$ cat config.mk
export PLATFORM = sky130hd
export DESIGN_NAME = pfg_queue
export DESIGN_NICKNAME = d
export VERILOG_FILES = /design/src/design/pfg_pkg.sv /design/src/design/pfg_queue.sv
export SDC_FILE = /design/constraint.sdc
export NUM_CORES = 1
export LEC_CHECK = 0
export BUFFER_PORTS_ARGS = -buffer_cell sky130_fd_sc_hd__buf_4
export CORE_UTILIZATION = 56
export DETAILED_ROUTE_END_ITERATION = 8
export PLACE_DENSITY = 0.74
export SYNTH_ARGS = -nofsm -noshare
export SYNTH_HDL_FRONTEND = slang
export SYNTH_SLANG_ARGS = --single-unit
$ cat constraint.sdc
create_clock -name clk -period 1.9 [get_ports clk]
set_clock_uncertainty 0.1 [all_clocks]
set_input_delay 0.38 -clock clk [delete_from_list [all_inputs] [get_ports clk]]
set_output_delay 0.38 -clock clk [all_outputs]
set_load 0.01 [all_outputs]
$ cat src/design/pfg_pkg.sv
// Shared types, constants and helper functions for the phase-shift fringe pixel generator.
// Used by every module of the block; depends on nothing else.
package pfg_pkg;

    localparam int FRAME_ROWS = 1024;
    localparam int FRAME_COLS = 2048;
    localparam int MAX_IMAGES = 16;

    localparam int IDX_W     = 4;
    localparam int COORD_W   = 11;
    localparam int GRAY_W    = 8;
    localparam int CFG_W     = 32;
    localparam int CFG_IDX_W = 4;
    localparam int PERIOD_W  = 12;
    localparam int COUNT_W   = 5;
    localparam int PHASE_W   = 16;
    localparam int HALF_W    = 16;
    localparam int S_DATA_W  = 32;
    localparam int M_DATA_W  = 8;

    localparam logic [COORD_W:0] ROW_LIMIT = (COORD_W + 1)'(FRAME_ROWS);
    localparam logic [COORD_W:0] COL_LIMIT = (COORD_W + 1)'(FRAME_COLS);
    localparam logic [COUNT_W-1:0] COUNT_MAX = COUNT_W'(MAX_IMAGES);

    localparam int DIV_STAGES = COORD_W + PHASE_W;
    localparam int IDX_STEPS  = IDX_W + PHASE_W;

    localparam int QUEUE_DEPTH = 4;
    localparam int QPTR_W      = $clog2(QUEUE_DEPTH);
    localparam int QCNT_W      = $clog2(QUEUE_DEPTH + 1);

    localparam int CORDIC_STEPS = 16;
    localparam int FRAC_BITS    = 20;
    localparam int XY_W         = 24;
    localparam int Z_W          = 18;
    localparam int NUM_W        = 32;
    localparam logic signed [XY_W-1:0] CORDIC_X0 = XY_W'(636751);
    localparam logic signed [NUM_W-1:0] GRAY_BIAS = NUM_W'(256) << FRAC_BITS;

    localparam logic [PHASE_W-1:0] QUARTER_TURN = PHASE_W'(16384);
    localparam logic [PHASE_W-1:0] HALF_TURN    = PHASE_W'(32768);
    localparam logic [PHASE_W-1:0] THREE_QUARTER = PHASE_W'(49152);

    localparam logic [CFG_IDX_W-1:0] REG_PATTERN_ORIGIN = 4'd0;
    localparam logic [CFG_IDX_W-1:0] REG_PATTERN_SIZE   = 4'd1;
    localparam logic [CFG_IDX_W-1:0] REG_MARK_ORIGIN    = 4'd2;
    localparam logic [CFG_IDX_W-1:0] REG_MARK_SIZE      = 4'd3;
    localparam logic [CFG_IDX_W-1:0] REG_MARK_ENABLE    = 4'd4;
    localparam logic [CFG_IDX_W-1:0] REG_FRINGE_PERIOD  = 4'd5;
    localparam logic [CFG_IDX_W-1:0] REG_IMAGE_COUNT    = 4'd6;
    localparam logic [CFG_IDX_W-1:0] REG_PHASE_OFFSET   = 4'd7;

    typedef struct packed {
        logic               blank;
        logic [COORD_W-1:0] rel;
        logic [IDX_W-1:0]   idx;
    } pfg_item_t;

    typedef struct packed {
        logic               valid;
        logic               blank;
        logic [PHASE_W-1:0] phase;
    } pfg_phase_t;

    function automatic logic signed [Z_W-1:0] pfg_atan(input int k);
        logic signed [Z_W-1:0] a;
        case (k)
            0:       a = Z_W'(8192);
            1:       a = Z_W'(4836);
            2:       a = Z_W'(2555);
            3:       a = Z_W'(1297);
            4:       a = Z_W'(651);
            5:       a = Z_W'(326);
            6:       a = Z_W'(163);
            7:       a = Z_W'(81);
            8:       a = Z_W'(41);
            9:       a = Z_W'(20);
            10:      a = Z_W'(10);
            11:      a = Z_W'(5);
            12:      a = Z_W'(3);
            default: a = Z_W'(1);
        endcase
        return a;
    endfunction

endpackage

$ cat src/design/pfg_queue.sv
// Short queue of classified items between the front stage and the back pipeline.
// Depends on pfg_pkg.
module pfg_queue (
    input  logic               clk,
    input  logic               rst_n,
    input  logic               push,
    input  pfg_pkg::pfg_item_t push_item,
    input  logic               pop,
    output pfg_pkg::pfg_item_t pop_item,
    output logic               full,
    output logic               empty
);

    pfg_pkg::pfg_item_t                 mem_reg [pfg_pkg::QUEUE_DEPTH];
    logic [pfg_pkg::QPTR_W-1:0]         wr_ptr_reg;
    logic [pfg_pkg::QPTR_W-1:0]         wr_ptr_next;
    logic [pfg_pkg::QPTR_W-1:0]         rd_ptr_reg;
    logic [pfg_pkg::QPTR_W-1:0]         rd_ptr_next;
    logic [pfg_pkg::QCNT_W-1:0]         count_reg;
    logic [pfg_pkg::QCNT_W-1:0]         count_next;

    assign full     = (count_reg == pfg_pkg::QCNT_W'(pfg_pkg::QUEUE_DEPTH));
    assign empty    = (count_reg == '0);
    assign pop_item = mem_reg[rd_ptr_reg];

    always_comb
    begin
        wr_ptr_next = push ? wr_ptr_reg + 1'b1 : wr_ptr_reg;
        rd_ptr_next = pop ? rd_ptr_reg + 1'b1 : rd_ptr_reg;
        count_next  = count_reg;
        if (push && !pop)
        begin
            count_next = count_reg + 1'b1;
        end
        else if (pop && !push)
        begin
            count_next = count_reg - 1'b1;
        end
    end

    always_ff @(posedge clk or negedge rst_n)
    begin
        if (!rst_n)
        begin
            wr_ptr_reg <= '0;
            rd_ptr_reg <= '0;
            count_reg  <= '0;
        end
        else
        begin
            wr_ptr_reg <= wr_ptr_next;
            rd_ptr_reg <= rd_ptr_next;
            count_reg  <= count_next;
        end
    end

    always_ff @(posedge clk)
    begin
        if (push)
        begin
            mem_reg[wr_ptr_reg] <= push_item;
        end
    end

    a_no_overflow: assert property (@(posedge clk) disable iff (!rst_n) push |-> !full)
        else $error("Queue written while full.");
    a_no_underflow: assert property (@(posedge clk) disable iff (!rst_n) pop |-> !empty)
        else $error("Queue read while empty.");
    a_count_up: assert property (@(posedge clk) disable iff (!rst_n)
        (push && !pop) |=> count_reg == $past(count_reg) + 1'b1)
        else $error("Queue count did not follow a write.");
    a_count_bound: assert property (@(posedge clk) disable iff (!rst_n)
        count_reg <= pfg_pkg::QCNT_W'(pfg_pkg::QUEUE_DEPTH))
        else $error("Queue count beyond depth.");

endmodule

======== Word level (Yosys, flattened, before mapping) ========
Memory sizes are Yosys's and may differ from the RTL's.
Cells that the tools add are included.
word-level totals
  input port bits ......................... 20
  output and inout bits ................... 18
  logic and storage cells ................. 19
  memories kept ........................... 1
  RAM bits ................................ 64
  register bits after elaboration ......... 7
operators by class
  reduce and logical (&&, ||, !) cells .... 6
  eq/ne operators ......................... 1
  mux-type cells .......................... 4
  add/sub/neg operators ................... 4
memory list
  name     depth  width  rd ports  clocked after memory_dff  wr ports  RTL line         source
  mem_reg  4      16     1         0                         1         pfg_queue.sv:14  pfg_pkg::pfg_item_t mem_reg [pfg_pkg::QUEUE_DEPTH];
operators with widths
  cell                                               number
  two-way mux 3 bit                                  2
  adder 2 x 1 -> 2 bit (second input constant)       2
  adder 3 x 1 -> 3 bit (second input constant)       1
  equality test 3 bit (second input constant)        1
  logical NOT 3 bit                                  1
  subtractor 3 x 1 -> 3 bit (second input constant)  1
  logical AND 1 bit                                  2
  logical NOT 1 bit                                  2
  two-way mux 1 bit                                  2
  nonzero test 2 bit                                 1

======== Logic depth before layout (Yosys ltp) ========
Gate-level depths: netlist of the first run.
  depth in word-level cells ............... 4
  depth in mapped cells ................... 7
  mapped depth without buffers ............ 7

======== Worst setup path before layout of the first run ========
OpenSTA, ideal clock, no wires.
  path type ............................... register -> output
  start ................................... reg rd_ptr_reg[0] (netlist bit)
  end ..................................... out pop_item[0] (netlist bit)
  buffers on the path ..................... 2
  slack ................................... 291 ps
  data arrival time ....................... 1,129 ps
  stages on the path, launching flop included .. 4
  data required time ...................... 1,420 ps
  cells stage by stage .................... dfrtp_1 buf_6 buf_12 mux4_2
RTL lines
  what                      RTL line         source
  start: declaration        pfg_queue.sv:17  logic [pfg_pkg::QPTR_W-1:0] rd_ptr_reg;
  start signal: assignment  pfg_queue.sv:52  rd_ptr_reg <= rd_ptr_next;
  end: declaration          pfg_queue.sv:9   output pfg_pkg::pfg_item_t pop_item,

==> results.toml, run 1 <==
[sta]
setup_viol = 16
worst_slew_pin_slew_ps = 323
fin_setup_tns_ps = -2740
rsz0062_at_grt = "true"
setup_ws_ps = -192
max_freq_mhz = 478
slew_viol_final = 0
worst_hold_slack_ps = 141
finalHoldViolCount = 0
fin_crit_sh_pct = 110
fin_crit_ps = 2090
max_slew_margin_pct = 78.4

[clock_network]
cts_buffers = 9
cts_tree = "yes"
path_clk_slew_ps = 70
insertion_delay_ps = 330
htree_levels = 3
post_cts_buffers = 0
clkSinkCount = 71
cts_buffer_depth = 2
clock-root-buffer = "clkbuf_8"

[logic_synthesis]
syn_inst = 118
avgSynthCellArea_um2 = 23.3
synthDistinctLibCells = 19
ys_seq_area_share_pct = 76.4
syn_nets = 144
ys_ff_latch = 71
synth_warnings = 0
synthesis.area_mm2 = 0.00274

[floorplanning]
die_w_um = 72
std_cell_rows = 25
die_y_um = 72
dieArea_mm2 = 0.00518
coreArea_mm2 = 0.00472
initial_core_util_pct = 58.1
ios = 38

[placement]
dp_hpwl_um = 2880
post-place-ws_ps = 123
dp.cells = 228
io_buffers = 37
place_congestion = 0.645

[global_routing]
grtUsageTotal_pct = 20.0
antenna_found_initial = 0
grt_first_pass_wirelength_um = 7200
grt_max_degree = 17
grt_pass1_vias = 1410
grt.overflow.total = 0

[worst_setup_path]
regToRegSetupSlack_ps = 310
worstPathRequired_ps = 1420
path_cells = "buf_6 > mux4_2 > buf_4"
max_stage_delay_ps = 520
worst_setup_path_start_kind = "flip-flop"
worstSetupPathType = "reg2out"
worstPathMaxFanout = 10
endpoint_kind = "primary output"
cp_slowest_cell = "mux4_2"
arrival_ps = 1610

[detailed_routing]
route.detailed.drc = 0
wl_per_cell_um = 18.6
vias = 1292
post_drt_via_cell_ratio = 5.27
firstDrtPassIters = 4
wl_um = 4550
drt_iter0_drc = 108
antenna_left = 0

[worst_hold_path]
holdCritPathClass = "in2reg"

[cells_and_area]
drive_gt1_share_pct = 42.7
antenna_cells = 0
largest_reg_flops = 64
fin_nets = 199
finalNonFillerCells = 245
synthToLayoutAreaGrowth_pct = 23.4

[run_status]
status = "finished with violations"
violations = "setup timing"

[flow_run]
drv_cap = 0

[pwr]
p_total_mw = 5.32
seq_power_share_pct = 41.4
p_leak_nw = 1.24
p_sw_share_pct = 27.0
p_comb_share_pct = 32.6
ir_drop_mv = 0.948
netSwitchingPower_mw = 1.43
p_int_mw = 3.89
pwr-share-clk_pct = 26.0
powerDensity_mw_per_mm2 = 1570
## layer usage
metal  track usage, %  share of wire (%)
met1             25.7                 43
met2             32.2                 52
met3             4.03                3.6
met4             12.0                1.5
met5                0                  0
## cell usage in the layout (no fill, tap or decap)
master	instances
clkbuf_8	9
xor2_1	4
bufinv_16	3
mux4_2	16
mux2_2	1
inv_1	4
clkinv_1	1
xnor2_1	2
nand2_1	2
nor2_1	1
nor3_1	1
ha_1	5
edfxtp_1	64
buf_6	10
and2_1	4
buf_4	37
o21ai_0	1
dfrtp_1	7
nor3b_1	1
clkbuf_1	3
dlygate4sd3_1	1
fa_1	1
## final cells by class
class | instances | area, um2
clock buffers | 12 | 135
clock inverters | 4 | 93.8
fillers | 276 | 1340
inverters | 4 | 15.0
multi-input cells | 39 | 561
flip-flops and latches | 71 | 2100
well taps | 67 | 83.8
repair buffers | 48 | 400
## path summary, 6_finish.rpt
check,start,cells past startpoint,end
worst max-delay path,rd_ptr_reg[0]$_DFFE_PN0P_,3,pop_item[4]
worst min-delay path,push_item[1],1,mem_reg[2][1]$_DFFE_PP_
min in group asynchronous,rst_n,2,wr_ptr_reg[0]$_DFFE_PN0P_
worst min register to register,count_reg[2]$_DFFE_PN0P_,1,count_reg[2]$_DFFE_PN0P_
max in group asynchronous,rst_n,2,count_reg[2]$_DFFE_PN0P_
worst max register to register,wr_ptr_reg[1]$_DFFE_PN0P_,4,mem_reg[1][14]$_DFFE_PP_
## cells in the mapped netlist
master | n | share of area (%)
edfxtp_1 | 64 | 70
mux4_1 | 8 | 7.7
mux4_2 | 8 | 6.6
dfrtp_1 | 7 | 6.4
ha_1 | 5 | 2.3
and2_1 | 4 | 0.91
inv_1 | 4 | 0.55
xor2_1 | 4 | 1.3
buf_2 | 2 | 0.36
nand2_1 | 2 | 0.27
xnor2_1 | 2 | 0.64
buf_12 | 1 | 0.73
buf_6 | 1 | 0.41
fa_1 | 1 | 0.73
mux2_2 | 1 | 0.41
nor2_1 | 1 | 0.14
nor3_1 | 1 | 0.18
nor3b_1 | 1 | 0.27
o21ai_0 | 1 | 0.18
## stage by stage
step	utilization, %	instance area [um2]
floorplan	-	2740
global placement	66.5	3140
detailed placement	66.5	3140
CTS	71.7	3390
global route	71.7	3390
finish	71.7	3390
## worst max-delay path, delay by kind of cell, from the launching register on
family                 cells  cell delay, ps
muxes                      1             520
buffers and inverters      2             360
DFF                        1             400
## power groups by stage
stage / sequential (mW) / clock [mW] / combinational (mW)
after floorplan: 2.18 / 0 / 0.986
after global placement: 2.19 / 0 / 1.55
after detailed placement: 2.22 / 0 / 1.61
after CTS: 2.20 / 1.40 / 1.77
after global routing: 2.23 / 1.46 / 1.86
final: 2.20 / 1.39 / 1.73
## what timing repair did
action | in CTS | in global routing
resized for setup | 18 | 0
hold endpoints to repair | 7 | 0
endpoints found under the setup margin | 16 | 16
hold buffers | 1 | 0
pin swaps | 0 | 0
## cells by family (layout without fill, tap and decap cells)
group                    after synthesis  after routing  share of synthesized area [%]
AND/OR/NAND/NOR                        9              9                           1.78
XOR/XNOR                               6              6                           1.92
buffers and inverters                  8             68                           2.05
multiplexers                          17             17                           14.6
flip-flops                            71             71                           76.4
AO/OA/AOI/OAI                          1              1                          0.182
adder cells (fa/ha/maj)                6              6                           3.01
(Power assumes the default switching activity.)
==> run 2, diff against run 1 <==
--- a/config.mk
+++ b/config.mk
@@ -6,9 +6,10 @@
 export NUM_CORES = 1
 export LEC_CHECK = 0
 export BUFFER_PORTS_ARGS = -buffer_cell sky130_fd_sc_hd__buf_4
-export CORE_UTILIZATION = 56
+export CORE_UTILIZATION = 60
 export DETAILED_ROUTE_END_ITERATION = 8
-export PLACE_DENSITY = 0.74
+export MAX_ROUTING_LAYER = met4
+export PLACE_DENSITY = 0.79
 export SYNTH_ARGS = -nofsm -noshare
 export SYNTH_HDL_FRONTEND = slang
 export SYNTH_SLANG_ARGS = --single-unit
==> constraint.sdc (replaced) <==
create_clock -name clk -period 2.6 [get_ports clk]
set_clock_uncertainty 0.1 [all_clocks]
set_input_delay 0.52 -clock clk [delete_from_list [all_inputs] [get_ports clk]]
set_output_delay 0.52 -clock clk [all_outputs]
set_load 0.01 [all_outputs]
==> results.toml, run 2 (synthesized netlist as in run 1, its figures left out) <==
[detailed_routing]
firstDrtPassIters = 4
wl_per_cell_um = 19.9
vias = 1281
drt_iter0_drc = 122
wl_um = 4500
post_drt_via_cell_ratio = 5.67
route.detailed.drc = 0
antenna_left = 0

[sta]
setup_viol = 0
fin_crit_ps = 2340
max_slew_margin_pct = 52.9
worst_hold_slack_ps = 286
rsz0062_at_grt = "false"
worst_slew_pin_slew_ps = 706
finalHoldViolCount = 0
max_freq_mhz = 427
fin_crit_sh_pct = 90.0
fin_setup_tns_ps = 0
slew_viol_final = 0

[clock_network]
insertion_delay_ps = 330
post_cts_buffers = 0
path_clk_slew_ps = 70
cts_buffer_depth = 2
clock-root-buffer = "clkbuf_8"
cts_tree = "yes"
cts_buffers = 9
htree_levels = 3
clkSinkCount = 71

[global_routing]
grtUsageTotal_pct = 21.5
grt.overflow.total = 0
grt_first_pass_wirelength_um = 7140
grt_max_degree = 18
antenna_found_initial = 0
grt_pass1_vias = 1422

[floorplanning]
die_w_um = 69.6
std_cell_rows = 24
initial_core_util_pct = 62.6
dieArea_mm2 = 0.00485
coreArea_mm2 = 0.00438
die_y_um = 69.6
ios = 38

[cells_and_area]
antenna_cells = 0
fin_nets = 195
synthToLayoutAreaGrowth_pct = 20.6
multiInputGateArea_um2 = 591
final_common_cell = "edfxtp_1"
largest_reg_flops = 64
most-common-layout-cells = "edfxtp_1 (64), buf_4 (43), clkbuf_8 (12), mux4_2 (8), mux4_1 (8)"
drive_gt1_share_pct = 38.5
register_area_mm2 = 0.00210
num-fill-cells = 255

[placement]
io_buffers = 37
place_congestion = 0.672

[worst_setup_path]
endpoint_kind = "primary output"
worstPathRequired_ps = 1980
arrival_ps = 1720
worstPathMaxFanout = 17
worstSetupPathType = "reg2out"
worst_setup_path_start_kind = "flip-flop"

[run_status]
status = "finished clean"

[pwr]
p_leak_nw = 1.24
powerDensity_mw_per_mm2 = 1090
ir_drop_mv = 0.595

[worst_hold_path]
holdCritPathClass = "in2reg"

[flow_run]
drv_cap = 0
run 2: changes by cell type in the layout (fill, tap and decap cells not counted), moves of 2 or more:
cell,before,now
clkbuf_1,3,1
mux4_2,16,8
bufinv_16,3,1
mux4_1,0,8
clkbuf_8,9,12
clkinv_2,0,2
buf_6,10,0
buf_4,37,43
run 2: power by group:
group | switching [mW] | total (mW) | internal (mW)
clock network | 0.376 | 0.895 | 0.519
logic | 0.481 | 1.07 | 0.592
registers | 0.140 | 1.65 | 1.51
total | 0.997 | 3.62 | 2.62
run 2: per-stage QoR:
stage / std cells / util [%] / cell area (um2) / total power, mW / setup slack (ps)
final: 226 / 75.5 / 3310 / 3.62 / 259
after global routing: 226 / 75.5 / 3310 / 3.77 / 175
after CTS: 226 / 75.5 / 3310 / 3.64 / 211
after detailed placement: 209 / 70.5 / 3090 / 2.76 / 575
after global placement: 209 / 70.5 / 3090 / 2.70 / 597
after floorplan: 118 / - / 2740 / 2.31 / 851
run 2: repair_timing:
action | CTS | global route
endpoints found under the hold margin | 7 | 0
resized for setup | 0 | 0
setup endpoints to repair | 0 | 0
hold buffers | 1 | 0
run 2: path summary, 6_finish.rpt:
kind | end | from | slack (ps) | cells after the start
worst max register to register | mem_reg[0][15]$_DFFE_PP_ | wr_ptr_reg[0]$_DFFE_PN0P_ | 880 | 4
max in group asynchronous | rd_ptr_reg[0]$_DFFE_PN0P_ | rst_n | 1830 | 2
min in group asynchronous | wr_ptr_reg[0]$_DFFE_PN0P_ | rst_n | 440 | 2
worst max-delay path | pop_item[15] | rd_ptr_reg[1]$_DFFE_PN0P_ | 260 | 2
worst min register to register | count_reg[2]$_DFFE_PN0P_ | count_reg[2]$_DFFE_PN0P_ | 410 | 1
worst min-delay path | mem_reg[3][10]$_DFFE_PP_ | push_item[10] | 290 | 1
run 2: metal layers:
layer  track usage, %  share of wire [%]
met1             26.2                 42
met3             4.65                4.8
met2             34.4                 51
met5                -                  0
met4             10.7                2.4
run 2: critical path, stage by stage, from the launching register on:
cell	delay (ps)
dfrtp_1	800
mux4_1	420
buf_4	170
run 2: final cells by class:
cell class                      instances  area share [%]
Clock buffer                           13            5.10
Clock inverter                          3            1.21
Inverter                                4           0.454
Multi-Input combinational cell         39            17.8
Sequential cell                        71            63.4
Tap cell                               52            1.97
Timing Repair Buffer                   44            10.1
==> run 3, diff against run 2 <==
--- a/config.mk
+++ b/config.mk
@@ -6,6 +6,7 @@
 export NUM_CORES = 1
 export LEC_CHECK = 0
 export BUFFER_PORTS_ARGS = -buffer_cell sky130_fd_sc_hd__buf_4
+export CORE_ASPECT_RATIO = 2
 export CORE_UTILIZATION = 60
 export DETAILED_ROUTE_END_ITERATION = 8
 export MAX_ROUTING_LAYER = met4
==> results.toml, run 3 (synthesized netlist as in run 1, its figures left out) <==
[sta]
worst_slew_pin_slew_ps = 832
fin_crit_ps = 2460
slew_viol_final = 0
finalHoldViolCount = 0
max_slew_margin_pct = 44.5
max_freq_mhz = 407
setup_ws_ps = 141
setup_viol = 0
rsz0062_at_grt = "false"
fin_setup_tns_ps = 0
fin_crit_sh_pct = 94.6

[detailed_routing]
wl_per_cell_um = 20.4
wl_um = 4610
route.detailed.drc = 0
firstDrtPassIters = 4
antenna_left = 0
drt_iter0_drc = 18
post_drt_via_cell_ratio = 5.68
vias = 1284

[clock_network]
post_cts_buffers = 0
path_clk_slew_ps = 70
cts_buffer_depth = 2
clkSinkCount = 71
insertion_delay_ps = 330
cts_buffers = 9
clock-root-buffer = "clkbuf_8"
htree_levels = 3
cts_tree = "yes"

[cells_and_area]
multiInputGateArea_um2 = 591
fin_nets = 193
utilization_pct = 75.4
num-fill-cells = 239
antenna_cells = 0
register_area_mm2 = 0.00210
synthToLayoutAreaGrowth_pct = 20.4
drive_gt1_share_pct = 36.0
largest_reg_flops = 64
most-common-layout-cells = "edfxtp_1 (64), buf_4 (40), clkbuf_8 (9), mux4_2 (8), mux4_1 (8)"
final_common_cell = "edfxtp_1"

[floorplanning]
initial_core_util_pct = 62.6
coreArea_mm2 = 0.00438
die_w_um = 49.8
dieArea_mm2 = 0.00486
ios = 38
die_y_um = 97.6
std_cell_rows = 34

[placement]
io_buffers = 37
post-place-ws_ps = 464
dp_hpwl_um = 3250
place_congestion = 0.649

[worst_setup_path]
worst_setup_path_start_kind = "flip-flop"
worstPathRequired_ps = 1980
worstSetupPathType = "reg2out"
endpoint_kind = "primary output"
arrival_ps = 1840
worstPathMaxFanout = 13

[pwr]
p_leak_nw = 1.23
powerDensity_mw_per_mm2 = 1100
ir_drop_mv = 0.792
p_total_mw = 3.63

[global_routing]
grtUsageTotal_pct = 23.5
antenna_found_initial = 0
grt_first_pass_wirelength_um = 7330
grt_max_degree = 18
grt.overflow.total = 0
grt_pass1_vias = 1444

[run_status]
status = "finished clean"

[worst_hold_path]
holdCritPathClass = "in2reg"

[flow_run]
drv_cap = 0
## run 3: worst paths after layout
check	cells after the start	from	to	slack (ps)
hold reg to reg	1	count_reg[2]$_DFFE_PN0P_	count_reg[2]$_DFFE_PN0P_	400
setup / recovery	3	rd_ptr_reg[0]$_DFFE_PN0P_	pop_item[12]	140
max in group asynchronous	2	rst_n	rd_ptr_reg[1]$_DFFE_PN0P_	1830
min in group asynchronous	2	rst_n	wr_ptr_reg[1]$_DFFE_PN0P_	440
setup reg to reg	3	wr_ptr_reg[1]$_DFFE_PN0P_	mem_reg[1][12]$_DFFE_PP_	800
hold / removal	2	pop	rd_ptr_reg[0]$_DFFE_PN0P_	280
## run 3: critical path, cell delays in order, from the launching register on
cell     delay, ps
dfrtp_1        550
buf_12         210
mux4_1         580
buf_4          160
## run 3: layer usage
metal | vias up | share of wire (%) | track usage, %
met3 | 18 | 4.2 | 7.20
met4 | 0 | 3.4 | 11.2
li1 | 578 | - | -
met1 | 643 | 33 | 23.3
met5 | - | 0 | -
met2 | 45 | 60 | 40.4
## run 3: stage by stage
| stage | hold WS (ps) | cells | area (um2) |
|---|---|---|---|
| after global routing | 272 | 226 | 3300 |
| after floorplan | 124 | 118 | 2740 |
| after detailed placement | 239 | 209 | 3090 |
| after global placement | 237 | 209 | 3090 |
| after CTS | 269 | 226 | 3300 |
| final | 284 | 226 | 3300 |
## run 3: final cells by class
class	count	area share, %
clock buffers	11	3.98
repair buffers	42	10.0
multi-input cells	39	17.9
flip-flops and latches	71	63.5
clock inverters	5	2.20
inverters	4	0.454
well taps	54	2.04
## run 3: where the power goes
part	total (mW)	leakage (nW)	switching (mW)	internal (mW)
combinational	1.07	0.453	0.467	0.599
clock	0.886	0.102	0.353	0.533
sequential	1.68	0.670	0.169	1.51
total	3.63	1.23	0.989	2.64
## run 3: timing repair
action                    in CTS  in global routing
gates resized for setup        0                  0
hold buffers                   1                  0
hold endpoints to repair       7                  0
